$ cat src/rtl/core/chgs_pkg.sv
// Package for the Graham-scan hull core: port structs, run command, FSM states.
// No dependencies.
package chgs_pkg;

	localparam int COORD_W = 16;
	localparam int IDX_W   = 6;
	localparam int CNT_W   = 7;
	localparam int PT_W    = 2 * COORD_W;

	typedef struct packed {
		logic signed [COORD_W-1:0] point_x;
		logic signed [COORD_W-1:0] point_y;
		logic                      set_end;
	} point_in_t;

	typedef struct packed {
		logic signed [COORD_W-1:0] hull_x;
		logic signed [COORD_W-1:0] hull_y;
		logic                      hull_end;
		logic                      dropped_points;
	} hull_out_t;

	// one loaded set, handed from the loader to the hull engine
	typedef struct packed {
		logic [CNT_W-1:0]          count;
		logic [IDX_W-1:0]          pivot;
		logic signed [COORD_W-1:0] piv_x;
		logic signed [COORD_W-1:0] piv_y;
		logic                      overflow;
	} run_cmd_t;

	typedef enum logic [4:0] {
		ST_IDLE, ST_NEXT, ST_LDA, ST_CHK, ST_RDO, ST_RDB, ST_M1, ST_M2, ST_DEC,
		SC_INIT, SC_RDO, SC_RDP, SC_LDC, SC_TST, SC_POP, EM_RD, EM_OUT
	} back_state_t;

	function automatic logic signed [COORD_W:0] sx(input logic signed [COORD_W-1:0] v);
		return {v[COORD_W-1], v};
	endfunction

	function automatic logic [COORD_W:0] mag(input logic signed [COORD_W:0] v);
		return v[COORD_W] ? $unsigned(-v) : $unsigned(v);
	endfunction

endpackage

$ cat src/rtl/core/chgs_cmd_fifo.sv
// Two-entry queue of run commands between loader and hull engine.
// Depends on chgs_pkg.
module chgs_cmd_fifo (
	input  logic               clk,
	input  logic               arst_n,
	input  logic               push,
	input  chgs_pkg::run_cmd_t din,
	input  logic               pop,
	output logic               not_empty,
	output chgs_pkg::run_cmd_t head
);
	import chgs_pkg::*;

	run_cmd_t   ent_q [2];
	logic       wp_q, rp_q;
	logic [1:0] cnt_q;
	logic       do_push, do_pop;

	assign not_empty = cnt_q != 2'd0;
	assign head      = ent_q[rp_q];
	assign do_push   = push && cnt_q != 2'd2;
	assign do_pop    = pop && not_empty;

	always_ff @(posedge clk or negedge arst_n) begin
		if (!arst_n) begin
			wp_q  <= 1'b0;
			rp_q  <= 1'b0;
			cnt_q <= 2'd0;
		end else begin
			if (do_push) wp_q <= ~wp_q;
			if (do_pop)  rp_q <= ~rp_q;
			cnt_q <= cnt_q + 2'(do_push) - 2'(do_pop);
		end
	end

	always_ff @(posedge clk) begin
		if (do_push) begin
			ent_q[wp_q] <= din;
		end
	end
endmodule

$ cat config.mk
export PLATFORM = sky130hd
export DESIGN_NAME = chgs_cmd_fifo
export DESIGN_NICKNAME = d
export VERILOG_FILES = /design/src/rtl/core/chgs_pkg.sv /design/src/rtl/core/chgs_cmd_fifo.sv
export SDC_FILE = /design/constraint.sdc
export NUM_CORES = 1
export LEC_CHECK = 0
export ABC_AREA = 1
export BUFFER_PORTS_ARGS = -buffer_cell sky130_fd_sc_hd__buf_2
export CAP_MARGIN = 10
export CORE_ASPECT_RATIO = 1.1
export CORE_MARGIN = 3
export CORE_UTILIZATION = 35
export CTS_CLUSTER_DIAMETER = 200
export DETAILED_ROUTE_END_ITERATION = 8
export GPL_TIMING_DRIVEN = 1
export SYNTH_ARGS = -nofsm -noshare
export SYNTH_HDL_FRONTEND = slang
export SYNTH_SLANG_ARGS = --single-unit
$ cat constraint.sdc
create_clock -name clk -period 4.1 [get_ports clk]
set_input_delay 0.82 -clock clk [delete_from_list [all_inputs] [get_ports clk]]
set_output_delay 0.82 -clock clk [all_outputs]
set_load 0.03 [all_outputs]
==> flow_summary_export.csv <==
group,metric,value,unit
clock_tree,cts.sink_count,96,
hold_path,hp-class,"in2async",
yosys,synth-adder-area-share,0.695,%
placement,dp_cells,480,
sta,worst_pin_slew,1.04,ns
clock_tree,cts_tree,"yes",
yosys,synth_top_family_by_area,"simple AND/OR/NAND/NOR gates",
clock_tree,clockRootBuffer,"clkbuf_8",
sta,drv_slew,0,
setup_path,critPathMostFrequentCell,"nand2_1",
run,drv_cap,0,
route,first_pass_iters,4,
setup_path,crit_buf_inv,2,
route,viasPerCell,4.33,
setup_path,r2r_cells,4,
clock_tree,htreeDepth,3,
yosys,yosysWarnings,0,
route,num_vias,2150,
setup_path,cp.required,3.28,ns
route,drt_iter0_drc,83,
yosys,ys_ff_latch,96,
setup_path,r2r_start,"cnt_q[1]$_DFF_PN0_",
clock_tree,cts_buffers,9,
route,ant_nets,0,
yosys,postSynthAreaPerCell,13.2,um2
pwr,leakagePower,1.90,nW
yosys,synth_fp_nets,324,
clock_tree,clockBufferDepth,2,
grt,grt_usage,12.1,%
pwr,vdd_drop_max,286,uV
die,die_w,103,um
route,drc,0,
placement,place_hpwl,4050,um
die,num_io_pins,97,
yosys,synth_cell_types,11,
sta,max_freq,380,MHz
clock_tree,cts_setup_buffers,0,
sta,rsz0062_at_grt,"no",
grt,grt_max_degree,48,
setup_path,crit_chain,"inv_2, nand2_1, nand2_1, buf_2",
yosys,yosysTopAreaCell,"edfxtp_1",
yosys,ys_seq_area_share,79.5,%
finish,design_area,4340,um2
sta,min_period,2.63,ns
setup_path,slowest_stage,"inv_2",
clock_tree,ctsHoldBuffers,0,
run_status,status,"complete, no violations",
clock_tree,clock_latency,0.35,ns
yosys,yosys.area_share.simple,16.3,%
pwr,p_per_area,765,nW/um2
sta,fin_crit_sh,64.1,%
sta,fin_tns_setup,0,ns
die,rows,38,
setup_path,reg2reg_to,"ent_q[1][22]$_DFFE_PP_",
placement,port_buffers,96,
sta,finalClockSkew,0.00669,ns
clock_tree,path_clk_slew,0.08,ns
yosys,yosysTopAreaCellShare,76.7,%
setup_path,critical_path_class,"reg2out",
yosys,synthCells,272,
setup_path,cpPeakStageDelay,0.62,ns
clock_tree,post_cts_resized,0,
finish,fillers,974,
finish,area_growth,20.6,%
setup_path,crit_fanout,47,
yosys,synth_xor_area_share,0,%
yosys,synth_area,3600,um2
grt,grt-ovfl-total,0,
placement,gp_congestion,0.666,
finish,layout-drive-gt1-share,30.3,%
setup_path,critPathTopFamily,"buffers and inverters",
finish,fin_nets,423,
yosys,synth_compound_area_share,0,%
die,start_util,36.2,%
placement,post-place-ws,1.64,ns
finish,post_layout_nonfiller_instances,496,
die,dieArea,11500,um2
sta,slew_headroom,30.8,%
sta,timing.final.ws_setup,1.47,ns
grt,first_global_vias,2152,
setup_path,r2r_setup_slack,2.11,ns
yosys,ys_top_cells_by_area,"edfxtp_1 77%, nand2_1 16%, dfrtp_1 2.8%",
setup_path,arrival,1.81,ns
grt,grt_pass1_wl,10400,um
die,core-area,9940,um2
die,die_h,112,um
finish,antenna_cells,0,
yosys,muxShareOfSynthArea,0,%
grt,antenna_found_initial,0,
setup_path,end_kind,"output pin",
placement,placed_area,4160,um2
route,wl,6540,um
sta,setup_viol,0,
route,wl_per_cell,13.2,um
sta,finalHoldViolCount,0,
setup_path,startpoint_type,"flop",
-- layout make-up --
| class | count | area (um2) | share of cell area, % |
|---|---|---|---|
| inverters | 9 | 33.8 | 0.778 |
| repair buffers | 98 | 495 | 11.4 |
| flip-flops and latches | 96 | 2860 | 66.0 |
| multi-input cells | 157 | 618 | 14.2 |
| well taps | 120 | 150 | 3.46 |
| clock inverters | 5 | 47.5 | 1.10 |
| clock buffers | 11 | 131 | 3.03 |
-- synth_stat cells (all sizes together) --
library cell	count
inv	9
nand2	151
buf	10
nor2	1
edfxtp	92
dfrtp	4
ha	2
nand3	3
-- cell families after synthesis --
logic type               count (synthesis)
AND/OR/NAND/NOR                        155
flip-flops                              96
buffers and inverters                   19
adder cells (fa/ha/maj)                  2
-- through the flow --
stage	hold slack, ns	util (%)	power (mW)
global route	0.231	43.7	3.55
global placement	0.456	41.9	2.79
floorplan	0.442	-	2.44
finish	0.264	43.7	3.32
detailed placement	0.475	41.9	2.81
CTS	0.233	43.7	3.39
-- worst reg2reg max path: cells and delay by family, from the launching register on --
family | cells | cell delay, ns
and+or+nand+nor | 3 | 0.86
buffers and inverters | 1 | 0.42
DFF | 1 | 0.40
-- report_power, final --
group | internal (mW) | leakage, nW | switching, mW
Sequential | 1.34 | 0.903 | 0.0506
Combinational | 0.322 | 0.905 | 1.03
Clock | 0.277 | 0.0922 | 0.298
Total | 1.94 | 1.90 | 1.38
-- cells in the final DEF, fill, tap and decap left out --
| master | n |
|---|---|
| nand3_1 | 3 |
| nand2_1 | 151 |
| ha_1 | 2 |
| clkinv_1 | 2 |
| buf_2 | 96 |
| inv_1 | 7 |
| clkbuf_1 | 2 |
| edfxtp_1 | 92 |
| buf_4 | 2 |
| clkbuf_8 | 9 |
| inv_2 | 2 |
| clkinv_2 | 2 |
| dfrtp_2 | 1 |
| bufinv_16 | 1 |
| nor2_4 | 1 |
| dfrtp_1 | 3 |
-- state kept, by name, summed over array words and instances (netlist names) --
name	cells
wp_q	1
cnt_q	2
ent_q	92
rp_q	1
-- worst max path at each step --
stage                                         to  slack (ns)        startpoint  depth (start not counted)
after floorplan            ent_q[1][0]$_DFFE_PP_        0.82              push                          2
after global placement    ent_q[1][22]$_DFFE_PP_        1.66              push                          4
after detailed placement  ent_q[1][22]$_DFFE_PP_        1.64              push                          4
after CTS                                head[3]        1.38  rp_q$_DFFE_PN0P_                          4
after global routing                    head[37]        1.29  rp_q$_DFFE_PN0P_                          4
final                                    head[3]        1.47  rp_q$_DFFE_PN0P_                          4
-- per-layer routing --
layer | GRT usage, % | share of wire, % | vias to the layer above
li1 | - | - | 1103
met1 | 13.7 | 42 | 974
met2 | 20.5 | 50 | 61
met3 | 3.29 | 5.7 | 12
met4 | 6.30 | 2.1 | 0
met5 | 0 | 0 | -
No activity file was read; power rests on OpenSTA's default activity.
