--- src/rtl/core/chgs_ram.sv ---
// Generic simple dual-port RAM, one write port, one registered read port.
// No dependencies.
module chgs_ram #(
	parameter int WIDTH = 8,
	parameter int DEPTH = 64
) (
	input  logic                     clk,
	input  logic                     we,
	input  logic [$clog2(DEPTH)-1:0] waddr,
	input  logic [WIDTH-1:0]         wdata,
	input  logic [$clog2(DEPTH)-1:0] raddr,
	output logic [WIDTH-1:0]         rdata
);
	logic [WIDTH-1:0] mem [DEPTH];

	always_ff @(posedge clk) begin
		if (we) begin
			mem[waddr] <= wdata;
		end
		rdata <= mem[raddr];
	end
endmodule

--- config.mk ---
export PLATFORM = sky130hd
export DESIGN_NAME = chgs_ram
export DESIGN_NICKNAME = d
export VERILOG_FILES = /design/src/rtl/core/chgs_ram.sv
export SDC_FILE = /design/constraint.sdc
export NUM_CORES = 1
export LEC_CHECK = 0
export BUFFER_PORTS_ARGS = -buffer_cell sky130_fd_sc_hd__buf_4
export CORE_MARGIN = 8
export CORE_UTILIZATION = 40
export DETAILED_ROUTE_END_ITERATION = 8
export SYNTH_ARGS = -nofsm -noshare
export SYNTH_HDL_FRONTEND = slang
export SYNTH_SLANG_ARGS = --single-unit
--- constraint.sdc ---
create_clock -name clk -period 5.6 [get_ports clk]
set_clock_uncertainty 0.15 [all_clocks]
set_input_delay 0.28 -clock clk [delete_from_list [all_inputs] [get_ports clk]]
set_output_delay 0.28 -clock clk [all_outputs]
set_load 0.01 [all_outputs]
==> impl_summary.txt <==
----------------------------------------------------
[Critical path]
  Crit path kind ... in2reg
  Startpoint of the worst-slack reg-to-reg timing path ... mem[14][1]$_DFFE_PP_
  Kind of launch point of the worst setup path ... input pin
  Launching instance or port of the critical path ... raddr[0]
  Max stage delay on crit path ... 650 ps
  Data required time at the worst endpoint ... approximately 6000 ps
  Critical path's slowest cell ... sky130_fd_sc_hd__clkbuf_8
  Critical path fanouts, max ... 71
  Crit end category ... flip-flop
  Arrival time at the worst endpoint ... 3010 ps
  Cells traversed along the worst timing path ... clkbuf_8 -> buf_4 -> mux4_2 -> mux2_2 -> o221a_2 -> nor3_1 -> o32ai_1

[Floorplan]
  Die Footprint ... between 50000 and 60000 um2
  Initial cell density of the core ... 40.4%
  Number of core rows ... around 80
  Die boundary height ... ~240 um
  CORE AREA ... between 40000 and 50000 um2
  Width of the die ... roughly 240 um
  Number of placed I/O pins ... 30

[STA]
  Setup violation total in the final timing report ... 0
  RSZ-0062 raised after global routing ... no
  Maximum frequency from static timing analysis ... about 370 MHz
  Worst Hold Slack ... approximately 47 ps
  Shortest clock period the worst path allows after layout ... 2700 ps
  Post-route setup slack ... 2900 ps
  Worst-margin pin slew ... 1090 ps
  Worst slew margin relative to its limit ... a little over a quarter
  Count of final max-slew check failures ... 0
  Tcrit/Tclk final ... ~48%
  Hold violation count in the final report ... 0
  Aggregate negative setup slack ... 0 ps

[Yosys]
  Number of instances in the synthesized netlist ... 940
  Share of synthesized area occupied by flip-flops and latches ... a little under 80%
  Number of synthesized register bits ... 520
  List of most frequent post-synthesis cells ... 512 x sky130_fd_sc_hd__edfxtp_1, 126 x sky130_fd_sc_hd__mux4_2, 83 x sky130_fd_sc_hd__nor2_1, 23 x sky130_fd_sc_hd__mux2i_1, 19 x sky130_fd_sc_hd__nand2_1
  Number of unique standard cell types used by synthesis ... 40
  Number of warnings reported in the yosys synthesis log ... 0
  Most used flip-flop cell after synthesis ... sky130_fd_sc_hd__edfxtp_1
  Area fraction of the dominant cell type after synthesis ... 76.2%
  Number of enable-type register cells in the synthesized netlist ... a little over 500
  Async set-reset flop share out of synthesis ... 0%
  Synth area leader ... sky130_fd_sc_hd__edfxtp_1
  Synthesized area ... roughly 20000 um2
  Cell with the most instances after synthesis ... sky130_fd_sc_hd__edfxtp_1
  Cells taking the most area after synthesis ... sky130_fd_sc_hd__edfxtp_1 76%, sky130_fd_sc_hd__mux4_2 14%, sky130_fd_sc_hd__nor2_1 1.5%, sky130_fd_sc_hd__mux2i_1 1.1%, sky130_fd_sc_hd__dfxtp_1 0.79%
  Number of nets in the synthesized netlist ... 962
  Synthesized area divided by synthesized cell count ... 21.5 um2

[Placed design]
  Placer's final routability congestion estimate ... between 0.7 and 0.8
  HPWL after DPL ... between 20000 and 30000 um
  Setup slack after placement ... about 2200 ps
  Cell Area, Placed ... approximately 21000 um2
  # port buffers ... 29

[Status]
  Outcome ... completed

[Cells and area]
  Share of the core filled with cells in the final layout ... 45.2%
  Synthesis-to-layout area growth ... 12.0%
  Ratio of cells with drive above 1 in the final layout ... between 20 and 25%
  Diodes inserted ... 0
  Area taken by multi-input logic gates ... ~4300 um2
  Total of fill cells in the finished design ... 4155
  Cell area after layout ... 22600 um2
  Storage cell area ... approximately 16000 um2
  Layout net count ... ~1000

[Hold path]
  Class of the most critical hold timing path ... in2reg
  Hold wc startpoint ... waddr[1]

[Pwr]
  Total power density per cell area ... around 350 nW/um2
  Static leakage power ... about 0.007 uW
  Maximum VDD drop ... about 0.00025 V

[Global routing]
  Global-route wire length before repair ... around 67000 um
  Vias in the first global route ... between 9000 and 10000
  Pin count of the biggest net entering global routing ... a little over 70
  Gr usage total ... between 10% and 20%
  Leftover overflow at the end of global routing ... 0
  Initial antenna violation count ... 2

[Run]
  Max Cap Violations ... 0

[Clock network]
  Clock input transition at the sequential cells of the worst setup and hold paths ... 60 ps
  Root Driver ... sky130_fd_sc_hd__clkbuf_16
  CTS Buffer Depth ... 3
  H-Tree Depth ... 2
  Clock tree from TritonCTS ... built
  Number of buffers inserted to repair setup after CTS ... 0
  Clk sink count ... between 500 and 600
  Later-pin clock latency in the skew report ... between 500 and 600 ps
  Total clock buffers created by CTS ... 52

[Routing]
  Wire length per cell ... 26.9 um
  Via density per instance ... between 5 and 6
  Routed Wire Length ... between 40000 and 50000 um
  Number of DRC markers after the initial detailed-route iteration ... 945
  Length of the first detailed-routing pass in iterations ... 5
  Drc violations ... 0
  Antenna-violating nets left ... 0
  Total number of vias ... between 9000 and 10000

----------------------------------------------------
-- path summary, 6_finish.rpt --
kind	slack (ps)	to	cells after the start
max	2900	rdata[6]$_DFF_P_	7
min	50	mem[49][4]$_DFFE_PP_	2
max reg2reg	3520	rdata[1]$_DFF_P_	5
min reg2reg	710	rdata[4]$_DFF_P_	3
-- report_power, final --
| part | switching [uW] | internal, uW | leakage (uW) |
|---|---|---|---|
| clock network | 1430 | 1860 | 0.000793 |
| registers | 12.1 | 4310 | 0.00467 |
| logic | 248 | 148 | 0.00146 |
| total | 1690 | 6320 | 0.00693 |
-- kinds of logic (layout without fill, tap and decap cells) --
logic type | count (synthesis) | in the layout | share of synthesized area, %
DFF | 520 | 520 | 77.0
muxes | 162 | 162 | 15.9
and+or+nand+nor | 153 | 153 | 3.39
AOI/OAI and AO/OA | 54 | 54 | 2.07
buffers and inverters | 51 | 132 | 1.57
-- final cells by class --
| cell class | count | area share [%] |
|---|---|---|
| sequential | 520 | 68.8 |
| multi-input combinational | 369 | 19.1 |
| clock buffer | 60 | 5.99 |
| tap | 672 | 3.72 |
| timing repair buffer | 36 | 1.29 |
| clock inverter | 36 | 1.11 |
-- critical path: cells and delay by family --
kind            cells  cell delay (ps)
compound gates      2              410
buf+inv             2             1160
mux                 2              820
simple gates        1              230
-- through the flow --
stage | power [uW] | std cells
2_1_floorplan | 4630 | 940
3_3_place_gp | 4800 | 1596
3_5_place_dp | 4810 | 1596
4_1_cts | 8080 | 1693
5_1_grt | 8220 | 1693
6_report | 8010 | 1693
-- layout by cell type, fill, tap and decap left out, types with 2 or more instances in the layout --
cell,count
sky130_fd_sc_hd__clkinv_2,15
sky130_fd_sc_hd__o21ai_0,2
sky130_fd_sc_hd__dfxtp_1,8
sky130_fd_sc_hd__clkbuf_1,7
sky130_fd_sc_hd__nor4_1,2
sky130_fd_sc_hd__o2111ai_1,3
sky130_fd_sc_hd__buf_4,33
sky130_fd_sc_hd__nor3_1,5
sky130_fd_sc_hd__edfxtp_1,512
sky130_fd_sc_hd__o32ai_1,2
sky130_fd_sc_hd__nand3_1,13
sky130_fd_sc_hd__a211oi_1,4
sky130_fd_sc_hd__bufinv_16,3
sky130_fd_sc_hd__mux2i_1,23
sky130_fd_sc_hd__nor2_1,83
sky130_fd_sc_hd__o2bb2ai_1,3
sky130_fd_sc_hd__clkinv_4,2
sky130_fd_sc_hd__o221ai_1,8
sky130_fd_sc_hd__a2111oi_0,2
sky130_fd_sc_hd__mux2_2,13
sky130_fd_sc_hd__o221a_2,2
sky130_fd_sc_hd__o41ai_1,2
sky130_fd_sc_hd__nor2b_1,14
sky130_fd_sc_hd__o21a_1,2
sky130_fd_sc_hd__o22ai_1,8
sky130_fd_sc_hd__nand2_1,19
sky130_fd_sc_hd__clkinv_1,14
sky130_fd_sc_hd__a21oi_1,3
sky130_fd_sc_hd__o21ai_1,2
sky130_fd_sc_hd__mux4_2,126
sky130_fd_sc_hd__a22oi_1,3
sky130_fd_sc_hd__nor3_2,2
sky130_fd_sc_hd__nand2b_1,7
sky130_fd_sc_hd__nand3b_1,3
sky130_fd_sc_hd__a221oi_1,6
sky130_fd_sc_hd__clkbuf_16,53
sky130_fd_sc_hd__clkinvlp_4,2
sky130_fd_sc_hd__nand4_1,2
-- layer usage --
metal	vias up	global-route usage (%)	wire, um
li1	4013	-	-
met1	5018	21.9	19600
met2	311	25.5	22100
met3	81	2.42	2500
met4	4	5.55	1260
met5	-	0	27
-- flip-flops by register name, summed over array words and instances (netlist names) --
register / flops
mem: 512
rdata: 8
-- timing repair --
| action | CTS | global route |
|---|---|---|
| resized for setup | 0 | 0 |
| hold buffers | 1 | 0 |
| hold endpoints to repair | 7 | 0 |
(Power assumes the default switching activity.)
