### src/rtl/core/chgs_pkg.sv
// Package for the Graham-scan hull core: port structs, run command, FSM states.
// No dependencies.
package chgs_pkg;

	localparam int COORD_W = 16;
	localparam int IDX_W   = 6;
	localparam int CNT_W   = 7;
	localparam int PT_W    = 2 * COORD_W;

	typedef struct packed {
		logic signed [COORD_W-1:0] point_x;
		logic signed [COORD_W-1:0] point_y;
		logic                      set_end;
	} point_in_t;

	typedef struct packed {
		logic signed [COORD_W-1:0] hull_x;
		logic signed [COORD_W-1:0] hull_y;
		logic                      hull_end;
		logic                      dropped_points;
	} hull_out_t;

	// one loaded set, handed from the loader to the hull engine
	typedef struct packed {
		logic [CNT_W-1:0]          count;
		logic [IDX_W-1:0]          pivot;
		logic signed [COORD_W-1:0] piv_x;
		logic signed [COORD_W-1:0] piv_y;
		logic                      overflow;
	} run_cmd_t;

	typedef enum logic [4:0] {
		ST_IDLE, ST_NEXT, ST_LDA, ST_CHK, ST_RDO, ST_RDB, ST_M1, ST_M2, ST_DEC,
		SC_INIT, SC_RDO, SC_RDP, SC_LDC, SC_TST, SC_POP, EM_RD, EM_OUT
	} back_state_t;

	function automatic logic signed [COORD_W:0] sx(input logic signed [COORD_W-1:0] v);
		return {v[COORD_W-1], v};
	endfunction

	function automatic logic [COORD_W:0] mag(input logic signed [COORD_W:0] v);
		return v[COORD_W] ? $unsigned(-v) : $unsigned(v);
	endfunction

endpackage

### src/rtl/core/chgs_front.sv
// Loader: stores points, tracks count, overflow and pivot, issues a run command.
// Depends on chgs_pkg.
module chgs_front #(
	parameter int MAX_POINTS = 64
) (
	input  logic                          clk,
	input  logic                          arst_n,
	input  logic                          accept,
	input  chgs_pkg::point_in_t           point,
	output logic                          pt_we,
	output logic [$clog2(MAX_POINTS)-1:0] pt_waddr,
	output logic [chgs_pkg::PT_W-1:0]     pt_wdata,
	output logic                          push,
	output chgs_pkg::run_cmd_t            cmd
);
	import chgs_pkg::*;

	localparam int IW = $clog2(MAX_POINTS);
	localparam int CW = $clog2(MAX_POINTS + 1);

	logic [CW-1:0]              cnt_q;
	logic                       ovf_q;
	logic [IW-1:0]              piv_q;
	logic signed [COORD_W-1:0]  px_q, py_q;
	logic                       room, new_piv;

	assign room    = cnt_q < CW'(MAX_POINTS);
	assign new_piv = room && (cnt_q == '0 || point.point_y < py_q ||
		(point.point_y == py_q && point.point_x < px_q));

	assign pt_we    = accept && room;
	assign pt_waddr = cnt_q[IW-1:0];
	assign pt_wdata = {point.point_x, point.point_y};
	assign push     = accept && point.set_end;

	always_comb begin
		cmd.count    = CNT_W'(cnt_q) + CNT_W'(room);
		cmd.pivot    = IDX_W'(new_piv ? cnt_q[IW-1:0] : piv_q);
		cmd.piv_x    = new_piv ? point.point_x : px_q;
		cmd.piv_y    = new_piv ? point.point_y : py_q;
		cmd.overflow = ovf_q || !room;
	end

	always_ff @(posedge clk or negedge arst_n) begin
		if (!arst_n) begin
			cnt_q <= '0;
			ovf_q <= 1'b0;
		end else if (accept) begin
			if (point.set_end) begin
				cnt_q <= '0;
				ovf_q <= 1'b0;
			end else if (room) begin
				cnt_q <= cnt_q + CW'(1);
			end else begin
				ovf_q <= 1'b1;
			end
		end
	end

	always_ff @(posedge clk) begin
		if (accept && new_piv) begin
			piv_q <= cnt_q[IW-1:0];
			px_q  <= point.point_x;
			py_q  <= point.point_y;
		end
	end
endmodule

### config.mk
export PLATFORM = sky130hd
export DESIGN_NAME = chgs_front
export DESIGN_NICKNAME = d
export VERILOG_FILES = /design/src/rtl/core/chgs_pkg.sv /design/src/rtl/core/chgs_front.sv
export SDC_FILE = /design/constraint.sdc
export NUM_CORES = 1
export LEC_CHECK = 0
export ABC_AREA = 1
export BUFFER_PORTS_ARGS = -buffer_cell sky130_fd_sc_hd__buf_2
export CORE_UTILIZATION = 50
export DETAILED_ROUTE_END_ITERATION = 6
export PLACE_DENSITY = 0.8
export REMOVE_ABC_BUFFERS = 1
export SYNTH_ARGS = -nofsm -noshare
export SYNTH_HDL_FRONTEND = slang
export SYNTH_SLANG_ARGS = --single-unit
export TNS_END_PERCENT = 50
### constraint.sdc
create_clock -name clk -period 5.29 [get_ports clk]
set_clock_uncertainty 0.05 [all_clocks]
set_input_delay 0.7935 -clock clk [delete_from_list [all_inputs] [get_ports clk]]
set_output_delay 0.7935 -clock clk [all_outputs]
set_load 0.01 [all_outputs]
==> impl_metrics.csv <==
group,metric,value,unit
grt,antenna_found_initial,0,
drt,ant_nets,0,
critical_path,startpoint_type,"input port",
sta,slew_headroom,55.1,%
sta,setup_repair_after_global_routing_missed_its_margin,"false",
power,p_sw_share,38.2,%
grt,grt_max_degree,39,
grt,grt_pass1_vias,2789,
clocking,ctsHtreeMaxLevel,2,
critical_path,critical_path.endpoint,"cmd[31]",
logic_synthesis,yosysSeqAreaShare,39.7,%
critical_path,path_cells,"buf_2, ha_1, a21oi_1, nor2_1, nor3_1, nand2_1, nand2_1, nand3_1, nand3_1, nand2_1, nand2_2, buf_4, nand2_2, nand2_1, buf_2",
drt,routed_wl,7.27,mm
critical_path,critPathTopFamily,"simple AND/OR/NAND/NOR gates",
power,clock_power_share,18.9,%
grt,grt-ovfl-total,0,
power,power.leakage,2.14,nW
die,io-pin-count,122,
critical_path,rr_startpoint,"px_q[5]$_DFFE_PP_",
critical_path,worstSetupPathType,"input port to output port",
finish,n_antenna_cell,0,
sta,worst_slew_pin_slew,0.670,ns
finish,n_fill_cell,578,
critical_path,critical_path_end_type,"output port",
sta,finalWorstPathRequiredPeriod,3.84,ns
critical_path,worstReg2RegEnd,"px_q[0]$_DFFE_PP_",
power,sequentialPowerShare,39.7,%
clocking,cts_made_buffers,5,
logic_synthesis,synth_edf_count,38,
critical_path,slowest_stage,"buf_4",
logic_synthesis,synth_cell_type_count,25,
job,maxCapViolations,0,
clocking,cts-hold-fix-buffers,0,
grt,grt_first_pass_wirelength,12.6,mm
logic_synthesis,netlist_instances,412,
critical_path,timing.critical_path.depth,15,
placed_design,dp_area,3750,um2
sta,final_min_period_over_clock_period,72.5,%
logic_synthesis,ys.warnings.count,0,
logic_synthesis,ys.flop_type,"edfxtp_1",
clocking,clock_tree.root_cell,"clkbuf_8",
placed_design,globalplace.congestion,0.858,
critical_path,crit_path_frequent_cell,"nand2_1",
clocking,clk-insertion-delay-late,0.30,ns
clocking,cts_tree,"built",
placed_design,detailed_place_hpwl,5.45,mm
grt,grt_usage,21.9,%
outcome,failed_checks,"DRC",
sta,worst_slack,1.45,ns
sta,timing.final.hold_violations,0,
worst_hold_path,worstHoldPathType,"input port to asynchronous set/reset pin",
power,worst_ir_drop_vdd,169,uV
clocking,cts_sinks,46,
critical_path,cp_num_buf_inv,3,
logic_synthesis,yosys.cell_count.top_type,"nand2_1",
finish,area_delta_synth_final,13.6,%
clocking,clk_transition_reported_paths,0.09,ns
logic_synthesis,syn_area,3380,um2
die,coreArea,6420,um2
die,initial_utilization,52.7,%
drt,routed-via-count,2880,
drt,wl_per_cell,12.7,um
critical_path,worstPathMaxFanout,21,
critical_path,timing.critical_path.arrival,2.99,ns
critical_path,setup.reg_to_reg.worst_slack,2.14,ns
die,dieHeight,84.2,um
critical_path,worst-r2r-cell-count,14,
die,core.rowCount,29,
finish,fin_util,59.8,%
drt,remaining_drc_errors,16,
drt,total_iterations_of_the_first_detailed_routing_run,7,
power,p_int,738,uW
power,powerDensity,311,nW/um2
logic_synthesis,yosys.area.top_type_share,33.7,%
drt,initialDrtViolationCount,140,
placed_design,preCtsSetupSlack,1.45,ns
logic_synthesis,async_reset_ff_share,17.4,%
power,power_switching,456,uW
logic_synthesis,synth_area_leaders,"edfxtp_1, ha_1, nand2_1",
sta,final-setup-viol-count,0,
sta,fmaxAchievable,261,MHz
logic_synthesis,postSynthRegisterBits,46,
critical_path,cp_slowest_stage_delay,0.36,ns
logic_synthesis,synth.cells.most_frequent,"nand2_1, inv_1, nand3_1",
sta,maxSlewViolCount,0,
placed_design,place.port_buffers,121,
die,dieWidth,84.2,um
sta,timing.setup.tns,0,ns
logic_synthesis,postSynthAreaPerCell,8.21,um2
drt,vias_per_cell,5.03,
critical_path,timing.critical_path.required,4.45,ns
die,die_area,7100,um2
outcome,outcome,"finished, violations left",
clocking,ctsLongestPathBuffers,2,
clocking,post_cts_resized,0,
clocking,cts_setup_buffers,0,
finish,final_layout_size_suffix_gt1_share,29.1,%
critical_path,crit_path_start,"point[22]",
finish,layout.nets,565,
power,p_comb_share,41.4,%
finish,layout.cell_area.non_filler,3840,um2
logic_synthesis,library_cell_occupying_the_most_area_in_the_post_synthesis_netlist,"edfxtp_1",
==> state kept, by name, summed over array words and instances, names as in the netlist <==
name,count
ovf_q,1
piv_q,6
cnt_q,7
py_q,16
px_q,16
==> layer usage <==
layer,vias up,wire length [um],GRT usage [%]
met5,-,0,0
li1,1471,-,-
met2,83,3570,39.1
met3,6,318,3.24
met1,1320,3340,28.0
met4,0,46,5.02
==> worst min path at each step <==
stage / start / end / slack, ns / cells after the start
CTS: arst_n / ovf_q$_DFFE_PN0P_ / 0.27 / 1
global placement: ovf_q$_DFFE_PN0P_ / ovf_q$_DFFE_PN0P_ / 0.45 / 2
floorplan: ovf_q$_DFFE_PN0P_ / ovf_q$_DFFE_PN0P_ / 0.43 / 2
global route: arst_n / cnt_q[4]$_DFFE_PN0P_ / 0.27 / 1
finish: arst_n / ovf_q$_DFFE_PN0P_ / 0.27 / 1
detailed placement: ovf_q$_DFFE_PN0P_ / ovf_q$_DFFE_PN0P_ / 0.46 / 2
==> through the flow <==
| step | std cells | total power, mW | hold WS (ns) |
|---|---|---|---|
| CTS | 572 | 1.21 | 0.267 |
| detailed placement | 564 | 0.981 | 0.459 |
| finish | 572 | 1.19 | 0.273 |
| floorplan | 362 | 0.768 | 0.431 |
| global route | 572 | 1.29 | 0.267 |
| global placement | 564 | 0.967 | 0.449 |
==> worst reg2reg max path, stage by stage, from the launching register on <==
cell and delay, ns:
edfxtp_1 0.41, inv_1 0.07, ha_1 0.23, a21oi_1 0.15, nor2_1 0.05, nor3_1 0.15, nand2_1 0.10, nand2_1 0.09
nand2_1 0.05, nand2_1 0.07, nand3_1 0.07, nand2_1 0.09, nand2_2 0.26, nor2_4 0.62, buf_4 0.38
==> placed cells by master (no fill, tap or decap) <==
cell      instances
edfxtp_1         38
ha_1             35
clkbuf_1          1
nand3_1          47
clkinv_2          1
o21ai_0           7
o21a_1            1
nor3_1            5
a21oi_1          16
nor3b_1           1
buf_2           121
o21ai_1           1
dfrtp_1           8
nand2_1         107
buf_4             4
nor2_1           17
clkinv_1          1
nand4_1           3
nor4_1            1
xor2_1            5
clkbuf_8          6
o21bai_1          3
inv_1            54
nor2_4            1
nand2_2          11
==> cells by family after synthesis <==
logic type / Yosys count / synth area share (%)
buf+inv: 105 / 17.1
fa+ha+maj: 35 / 12.9
xor+xnor: 5 / 1.29
simple gates: 193 / 24.6
flops: 46 / 39.7
compound gates: 28 / 4.44
==> power by group through the flow <==
stage               Sequential [mW]  Clock [mW]  Combinational (mW)
floorplan                     0.479           0               0.289
global route                  0.480       0.249               0.562
finish                        0.474       0.226               0.494
CTS                           0.474       0.233               0.501
detailed placement            0.482           0               0.499
global placement              0.481           0               0.486
==> cell type report <==
class	instances	area (um2)	area share, %
clock buffer	7	86.3	2.25
clock inverter	1	5.00	0.130
inverter	55	206	5.37
multi-input combinational	261	1470	38.3
sequential	46	1340	34.9
tap	77	96.3	2.51
timing repair buffer	125	636	16.5
No activity file was read; power rests on OpenSTA's default activity.
